$ cat src/sv/wnsd_pkg.sv
// Shared constants and types for the wide number short division block.
package wnsd_pkg;

    localparam int WORD_WIDTH = 64;
    localparam int DATA_W     = 64;
    localparam int CNT_W      = $clog2(WORD_WIDTH);

    localparam logic [DATA_W-1:0] DIVISOR_RESET = DATA_W'(10);
    localparam logic [CNT_W-1:0]  CNT_LAST_BIT  = CNT_W'(WORD_WIDTH - 1);

    typedef enum logic [1:0] {
        DIV_IDLE,
        DIV_RUN,
        DIV_DONE
    } div_state_t;

    typedef struct packed {
        logic start;
        logic out_free;
    } div_ctrl_t;

    typedef struct packed {
        logic ready;
        logic result_valid;
    } div_status_t;

endpackage

$ cat src/sv/wnsd_divider.sv
// Bit-serial restoring divider that keeps the running remainder between words.
module wnsd_divider
    import wnsd_pkg::*;
(
    input  logic              aclk,
    input  logic              aresetn,
    input  div_ctrl_t         ctrl,
    input  logic [DATA_W-1:0] divisor,
    input  logic [DATA_W-1:0] word_in,
    input  logic              last_in,
    output div_status_t       status,
    output logic [DATA_W-1:0] quotient_out,
    output logic [DATA_W-1:0] remainder_out,
    output logic              last_out
);

    div_state_t        state_reg, state_next;
    logic [CNT_W-1:0]  cnt_reg, cnt_next;
    logic [DATA_W-1:0] rem_reg, rem_next;
    logic [DATA_W-1:0] word_reg, word_next;
    logic [DATA_W-1:0] quo_reg, quo_next;
    logic              last_reg, last_next;

    logic [DATA_W-1:0] shifted;
    logic [DATA_W:0]   diff;
    logic              take;

    always_ff @(posedge aclk) begin
        if (!aresetn) begin
            state_reg <= DIV_IDLE;
            cnt_reg   <= '0;
            rem_reg   <= '0;
            last_reg  <= 1'b0;
        end else begin
            state_reg <= state_next;
            cnt_reg   <= cnt_next;
            rem_reg   <= rem_next;
            last_reg  <= last_next;
        end
    end

    always_ff @(posedge aclk) begin
        word_reg <= word_next;
        quo_reg  <= quo_next;
    end

    assign shifted = {rem_reg[DATA_W-2:0], word_reg[WORD_WIDTH-1]};
    assign diff    = {rem_reg[DATA_W-1], shifted} - {1'b0, divisor};
    assign take    = rem_reg[DATA_W-1] | ~diff[DATA_W];

    always_comb begin
        state_next          = state_reg;
        cnt_next            = cnt_reg;
        rem_next            = rem_reg;
        word_next           = word_reg;
        quo_next            = quo_reg;
        last_next           = last_reg;
        status.ready        = 1'b0;
        status.result_valid = 1'b0;
        unique case (state_reg)
            DIV_IDLE: begin
                status.ready = 1'b1;
                if (ctrl.start) begin
                    word_next  = word_in;
                    quo_next   = '0;
                    last_next  = last_in;
                    cnt_next   = CNT_LAST_BIT;
                    state_next = DIV_RUN;
                end
            end
            DIV_RUN: begin
                word_next = {word_reg[DATA_W-2:0], 1'b0};
                quo_next  = {quo_reg[DATA_W-2:0], take};
                rem_next  = take ? diff[DATA_W-1:0] : shifted;
                cnt_next  = cnt_reg - CNT_W'(1);
                if (cnt_reg == '0) begin
                    state_next = DIV_DONE;
                end
            end
            DIV_DONE: begin
                if (ctrl.out_free) begin
                    status.result_valid = 1'b1;
                    if (last_reg) begin
                        rem_next = '0;
                    end
                    state_next = DIV_IDLE;
                end
            end
            default: begin
                state_next = DIV_IDLE;
            end
        endcase
    end

    assign quotient_out  = quo_reg;
    assign remainder_out = last_reg ? rem_reg : '0;
    assign last_out      = last_reg;

endmodule

$ cat src/sv/wide_number_short_division.sv
// Top level: stream ports, divisor register and output register around the divider.
// A new dividend word is taken only once the divider, which resolves one quotient
// bit per cycle, has handed the result of the previous word to the output register.
// A finished result waits in the output register while the next word is taken.
// Reset (aresetn low, synchronous) sets the divisor to 10 and the remainder to zero.
module wide_number_short_division
    import wnsd_pkg::*;
(
    input  logic                aclk,
    input  logic                aresetn,
    input  logic                s_tvalid,
    output logic                s_tready,
    input  logic [DATA_W-1:0]   s_tdata,   // [63:0] word
    input  logic                s_tlast,
    output logic                m_tvalid,
    input  logic                m_tready,
    output logic [2*DATA_W-1:0] m_tdata,   // [63:0] quotient_word, [127:64] remainder
    output logic                m_tlast,
    input  logic                cfg_valid,
    output logic                cfg_ready,
    input  logic [DATA_W-1:0]   cfg_data
);

    logic [DATA_W-1:0] divisor_reg;
    logic              m_valid_reg;
    logic [DATA_W-1:0] m_quot_reg;
    logic [DATA_W-1:0] m_rem_reg;
    logic              m_last_reg;

    div_ctrl_t         ctrl;
    div_status_t       status;
    logic [DATA_W-1:0] quotient;
    logic [DATA_W-1:0] remainder;
    logic              last;

    assign cfg_ready     = 1'b1;
    assign s_tready      = status.ready;
    assign ctrl.start    = s_tvalid & status.ready;
    assign ctrl.out_free = ~m_valid_reg | m_tready;

    wnsd_divider u_divider (
        .aclk          (aclk),
        .aresetn       (aresetn),
        .ctrl          (ctrl),
        .divisor       (divisor_reg),
        .word_in       (s_tdata),
        .last_in       (s_tlast),
        .status        (status),
        .quotient_out  (quotient),
        .remainder_out (remainder),
        .last_out      (last)
    );

    always_ff @(posedge aclk) begin
        if (!aresetn) begin
            divisor_reg <= DIVISOR_RESET;
            m_valid_reg <= 1'b0;
        end else begin
            if (cfg_valid) begin
                divisor_reg <= cfg_data;
            end
            if (status.result_valid) begin
                m_valid_reg <= 1'b1;
            end else if (m_tready) begin
                m_valid_reg <= 1'b0;
            end
        end
    end

    always_ff @(posedge aclk) begin
        if (status.result_valid) begin
            m_quot_reg <= quotient;
            m_rem_reg  <= remainder;
            m_last_reg <= last;
        end
    end

    assign m_tvalid = m_valid_reg;
    assign m_tdata  = {m_rem_reg, m_quot_reg};
    assign m_tlast  = m_last_reg;

endmodule
$ cat config.mk
export PLATFORM = sky130hd
export DESIGN_NAME = wide_number_short_division
export DESIGN_NICKNAME = d
export VERILOG_FILES = /design/src/sv/wnsd_pkg.sv /design/src/sv/wnsd_divider.sv /design/src/sv/wide_number_short_division.sv
export SDC_FILE = /design/constraint.sdc
export NUM_CORES = 1
export LEC_CHECK = 0
export BUFFER_PORTS_ARGS = -buffer_cell sky130_fd_sc_hd__buf_2
export CAP_MARGIN = 25
export CELL_PAD_IN_SITES_DETAIL_PLACEMENT = 1
export CELL_PAD_IN_SITES_GLOBAL_PLACEMENT = 1
export CORE_ASPECT_RATIO = 0.9
export CORE_MARGIN = 5
export CORE_UTILIZATION = 45
export CTS_CLUSTER_DIAMETER = 40
export CTS_CLUSTER_SIZE = 16
export DETAILED_ROUTE_END_ITERATION = 6
export PLACE_DENSITY_LB_ADDON = 0.1
export REMOVE_ABC_BUFFERS = 1
export SKIP_LAST_GASP = 1
export SLEW_MARGIN = 10
export SYNTH_ARGS = -nofsm -noshare
export SYNTH_HDL_FRONTEND = slang
export SYNTH_SLANG_ARGS = --single-unit
$ cat constraint.sdc
create_clock -name aclk -period 11.3 [get_ports aclk]
set_input_delay 1.13 -clock aclk [delete_from_list [all_inputs] [get_ports aclk]]
set_output_delay 1.13 -clock aclk [all_outputs]
set_load 0.1 [all_outputs]
Word-level counts from Yosys, hierarchy flattened
Index checks and enable logic that the tools add are counted.

Bits in registers: 395. Bits in latches: 0. Memory bits (writable): 0. Bits in read-only memories: 0. Input bits: 134. Output and inout port bits: 132. Word-level logic and storage cells: 52. Memories: 0.

Add/subtract/negate cells: 2. Multiply operators: 0. Divide/modulo/power cells: 0. Magnitude comparators: 0. Equal/unequal tests: 6. Shift-type cells: 0. Mux-type cells: 19. Bitwise operators: 5. Reductions and logical operators: 9.

Operator list (count): 64-bit case mux with 2 select lines (3); 64-bit two-way mux (5); 65-bit by 64-bit subtractor with 65-bit output (1); 6-bit case mux with 2 select lines (1); 6-bit logical NOT (1); 2-bit two-way mux (3); 6-bit two-way mux (1); 2-bit case mux with 3 select lines (1); 3-bit AND reduction (2); 2-bit nonzero test (3); 6-bit by 1-bit subtractor with 6-bit output, second input constant (1); 1-bit two-way mux (5); 2-bit by 1-bit inequality test with 1-bit output, second input constant (2); 2-bit inequality test, second input constant (2); 2-bit AND reduction (2); 2-bit by 1-bit equality test with 1-bit output, second input constant (1); 2-bit equality test, second input constant (1); 2-bit logical NOT (1); 1-bit inverter (2); 1-bit OR (2); 1-bit bitwise AND (1).

Depth between registers and ports, before layout
Depth in word-level cells: 5. Mapped depth: 17. Depth with buffers taken out: 15.

By module
Synthesis repeated with hierarchy kept, for this count alone.

Cell total of the unflattened synthesis: 1800. Area total of the unflattened synthesis: 18977.0 um^2.

By module, submodules not included: wnsd_divider (times used 1, cells an instance 1458, area an instance 12568.3 um^2, seq. area each 5305.1 um^2); wide_number_short_division (times used 1, cells an instance 342, area an instance 6408.6 um^2, seq. area each 5175.0 um^2).

Worst setup path before layout
Ideal clock, no wire load.

Kind: input-to-reg. Start point: input m_tready. End point: register u_divider.rem_reg[56]. Setup time: 0.128 ns. Data arrival time: 8.432 ns. Required time: 11.172 ns. Path slack: 2.740 ns. Stages: 8. Path buffers: 2. Cell sequence: nand2b_1 -> nor2b_1 -> a21oi_1 -> and2_1 -> clkbuf_1 -> clkbuf_1 -> a32oi_1 -> o21ai_1.

Longest elaborated chain between the ends: 3.

RTL lines: from (decl) (line wide_number_short_division.sv:16) `input logic m_tready,`; 1-bit OR (line wide_number_short_division.sv:39) `assign ctrl.out_free = ~m_valid_reg | m_tready;`; 2-bit inequality test (no line); 3-bit AND reduction (no line); to (signal assigned) (line wnsd_divider.sv:37) `rem_reg <= rem_next;`; to (decl) (line wnsd_divider.sv:19) `logic [DATA_W-1:0] rem_reg, rem_next;`.

No other way between the ends. A chain may end at the register's enable or synchronous reset.

Worst setup path in the final report
Start point: register u_divider.word_reg[63]. End point: register u_divider.rem_reg[0].

Longest elaborated chain between the ends: 5.

RTL lines: from (decl) (line wnsd_divider.sv:20) `logic [DATA_W-1:0] word_reg, word_next;`; from (signal assigned) (line wnsd_divider.sv:43) `word_reg <= word_next;`; 65-bit by 64-bit subtractor with 65-bit output (line wnsd_divider.sv:48) `assign diff = {rem_reg[DATA_W-1], shifted} - {1'b0, divisor};`; 1-bit inverter (line wnsd_divider.sv:49) `assign take = rem_reg[DATA_W-1] | ~diff[DATA_W];`; 1-bit OR (line wnsd_divider.sv:49); 64-bit two-way mux (*) (line wnsd_divider.sv:74) `rem_next = take ? diff[DATA_W-1:0] : shifted;`; 64-bit case mux with 2 select lines (*) (line wnsd_divider.sv:60) `unique case (state_reg)`.

Every way passes the cells marked *; elsewhere a longest branch is shown, timed or not.

==> metrics <==
run status complete, no violations; I/O pin cnt 266; Synth cell types 64; Area contributors post-synth sky130_fd_sc_hd__edfxtp_1 42%, sky130_fd_sc_hd__dfxtp_1 15%, sky130_fd_sc_hd__nand2_1 6.0%; Rel. slew slack 37.92%; Min Clock Period, post-route 4650 ps; cell family with most CP delay compound AO/OA/AOI/OAI gates; number of synthesized register bits 395; sequential fraction of the synthesis area 57.12%; Post-synth EDFFs 257; kind of end point of the critical path register; overall global routing resource usage 21.52%; largest driver fanout on the critical path 47; post-route clock period utilization 41.15%; count of instances resized after the clock tree is built 0; cell chain of the critical path inv_1 > ha_1 > inv_1 > fa_1 > a21o_1 > nand4_1 > a31o_1 > a311oi_1 > o21ai_1 > o21ai_2 > a221oi_4 > o31ai_2 > a2111oi_4 > buf_4 > buf_4 > mux2_1 > o21ai_1; effective utilization at floorplan 45.35%; count of endpoints failing setup in the final report 0; final-layout worst hold slack 427.8 ps; worst path buffer plus inverter count 4; area enclosed by the die boundary 0.04492 mm²; most common flop cell mapped by yosys sky130_fd_sc_hd__edfxtp_1; hold violation total from the final report 0; Avg Vias per Cell 5.268; I/O Buffers 264; clock sinks 395; Tightest Pin Transition 931.3 ps; iteration count of the initial detailed-routing pass 4; Worst Clk Skew 20.16 ps; # fillers 4438; sum of internal, switching and leakage power 5.595 mW; top cell type by total area after synthesis sky130_fd_sc_hd__edfxtp_1; cell type of the slowest stage on the worst timing path sky130_fd_sc_hd__buf_4; RSZ-0062 raised after global routing false; number of CTS-inserted buffers 55; fraction of registers with async set/reset 0%; wire per inst 19.40 µm; num rows 70; Clock Path Buffers 3; Via Count 13420; ranking of synthesized cells by instance count 293 x sky130_fd_sc_hd__nand2_1, 257 x sky130_fd_sc_hd__edfxtp_1, 138 x sky130_fd_sc_hd__and2_1, 138 x sky130_fd_sc_hd__dfxtp_1, 114 x sky130_fd_sc_hd__nor2_1; number of levels in the clock H-tree 2; first-pass GRT wire length 78400 µm; largest net degree at the start of global routing 130; path category of the worst min-delay check register to register; register-to-register setup slack 6650 ps; Routed Wire Length 49410 µm; static power due to leakage 9.684 nW; floorplan die width 222.9 µm; total area of sequential cells 0.01048 mm²; Post-Syn Instances 1709; Synth Warn # 0; final antenna-violating net count 0; post-DP HPWL 34200 µm; GRT overflow 0; top-count cell post-synth sky130_fd_sc_hd__nand2_1; total negative slack 0 ps; pwr/cell area 252.7 mW/mm²; clock transition at the registers of the reported paths 60 ps; ratio of cells with drive above 1 in the final layout 19.79%; post-detailed-route DRC marker count 0; synthesized area divided by synthesized cell count 10.74 µm²; crit path kind register to register; maximum achievable frequency 215.1 MHz; count of pins over their slew limit 0; Peak supply drop 0.0001705 V; area occupied by multi-input gates 0.007237 mm²; area growth from synthesis to layout 20.68%; Worst Setup Start Kind register; area of the mapped netlist 0.01835 mm²; CTS Root Buffer Type sky130_fd_sc_hd__clkbuf_16; max_cap viols 0; post-CTS setup buffer count 0; critical path data arrival time 5160 ps; CTS Hold Bufs 0; stage delay of the slowest cell on the critical path 660 ps; share of the synthesized area in the top cell type 42.06%; final estimated routing congestion in global placement 0.8891; critical path required time 11810 ps; antenna violations before repair 1; clock tree from TritonCTS built; First DRT Iteration DRCs 603; area of the core 0.04046 mm²; final net count 2160; vias in the first global route 14180; clock latency of the later-clocked register in the worst-skew pair 590 ps; Die Span Y 201.6 µm
[stage by stage]
step	instances	setup slack [ps]	cell area, µm²	util [%]
after CTS	2544	6608	22100	54.62
after detailed placement	2440	6633	20140	49.78
final	2547	6650	22140	54.72
after global placement	2439	6755	20120	49.72
after floorplan	1622	2408	17980	-
after global routing	2547	6379	22140	54.72
[cell families after synthesis]
logic type,Yosys count,synth area share (%)
XOR/XNOR,60,2.864
multiplexers,106,5.789
AO/OA/AOI/OAI,300,10.67
other,1,0.02044
AND/OR/NAND/NOR,616,15.38
flip-flops,395,57.12
buffers and inverters,164,3.559
adder cells (fa/ha/maj),67,4.610
[power by group]
part,leakage [nW],total (mW),internal (mW),switching (mW)
clock,0.926,1.80,1.12,0.682
sequential,3.62,1.83,1.72,0.111
combinational,5.14,1.96,0.780,1.18
total,9.68,5.60,3.62,1.98
[layer usage]
metal	GRT usage (%)	up-vias	part of all wire, %
met2	35.95	241	48
li1	-	6519	-
met5	0	-	0
met3	3.764	60	4.4
met1	29.16	6597	46
met4	5.819	0	2.0
[worst paths after layout]
| kind | from | end | cells after the start |
|---|---|---|---|
| setup reg to reg | u_divider.word_reg[63] | u_divider.rem_reg[0] | 17 |
| hold / removal | u_divider.quotient_out[63] | m_quot_reg[63] | 0 |
| setup / recovery | u_divider.word_reg[63] | u_divider.rem_reg[0] | 17 |
| hold reg to reg | u_divider.quotient_out[63] | m_quot_reg[63] | 0 |
[area by class of cell]
cell class	instances	area share [%]
multi-input combinational	1150	32.68
antenna	1	0.01130
sequential	395	47.33
inverter	77	1.305
clock inverter	44	2.401
timing repair buffer	280	6.775
clock buffer	60	6.441
tap	540	3.051
[worst register-to-register path: stages (launching register included)]
cell and delay, ps:
sky130_fd_sc_hd__edfxtp_1 350, sky130_fd_sc_hd__inv_1 80, sky130_fd_sc_hd__ha_1 170, sky130_fd_sc_hd__inv_1 60, sky130_fd_sc_hd__fa_1 400, sky130_fd_sc_hd__a21o_1 210, sky130_fd_sc_hd__nand4_1 110, sky130_fd_sc_hd__a31o_1 230
sky130_fd_sc_hd__a311oi_1 150, sky130_fd_sc_hd__o21ai_1 230, sky130_fd_sc_hd__o21ai_2 140, sky130_fd_sc_hd__a221oi_4 330, sky130_fd_sc_hd__o31ai_2 150, sky130_fd_sc_hd__a2111oi_4 370, sky130_fd_sc_hd__buf_4 370, sky130_fd_sc_hd__buf_4 680
sky130_fd_sc_hd__mux2_1 440, sky130_fd_sc_hd__o21ai_1 110
[cell usage in the layout (no fill, tap or decap), types with 5 or more instances in the layout]
master / n
sky130_fd_sc_hd__buf_2: 263
sky130_fd_sc_hd__and2_1: 137
sky130_fd_sc_hd__o211ai_1: 6
sky130_fd_sc_hd__o21ai_1: 66
sky130_fd_sc_hd__edfxtp_1: 257
sky130_fd_sc_hd__a21oi_1: 69
sky130_fd_sc_hd__mux2i_1: 105
sky130_fd_sc_hd__a31oi_1: 10
sky130_fd_sc_hd__dfxtp_1: 137
sky130_fd_sc_hd__nor3_1: 11
sky130_fd_sc_hd__inv_6: 9
sky130_fd_sc_hd__nand3_1: 12
sky130_fd_sc_hd__a32oi_1: 21
sky130_fd_sc_hd__xor2_1: 27
sky130_fd_sc_hd__nand4_1: 12
sky130_fd_sc_hd__o31ai_1: 7
sky130_fd_sc_hd__o21a_1: 8
sky130_fd_sc_hd__o21ai_0: 28
sky130_fd_sc_hd__o21bai_1: 8
sky130_fd_sc_hd__inv_8: 5
sky130_fd_sc_hd__a211oi_1: 8
sky130_fd_sc_hd__buf_4: 13
sky130_fd_sc_hd__nand2b_1: 5
sky130_fd_sc_hd__nor2b_1: 6
sky130_fd_sc_hd__a311oi_1: 6
sky130_fd_sc_hd__ha_1: 66
sky130_fd_sc_hd__nor2_1: 114
sky130_fd_sc_hd__nand2_1: 293
sky130_fd_sc_hd__clkbuf_16: 56
sky130_fd_sc_hd__inv_1: 76
sky130_fd_sc_hd__xnor2_1: 33
sky130_fd_sc_hd__a21o_1: 33
sky130_fd_sc_hd__clkinvlp_4: 11
sky130_fd_sc_hd__bufinv_16: 8
Note: power is estimated with default switching activity, not from simulation.
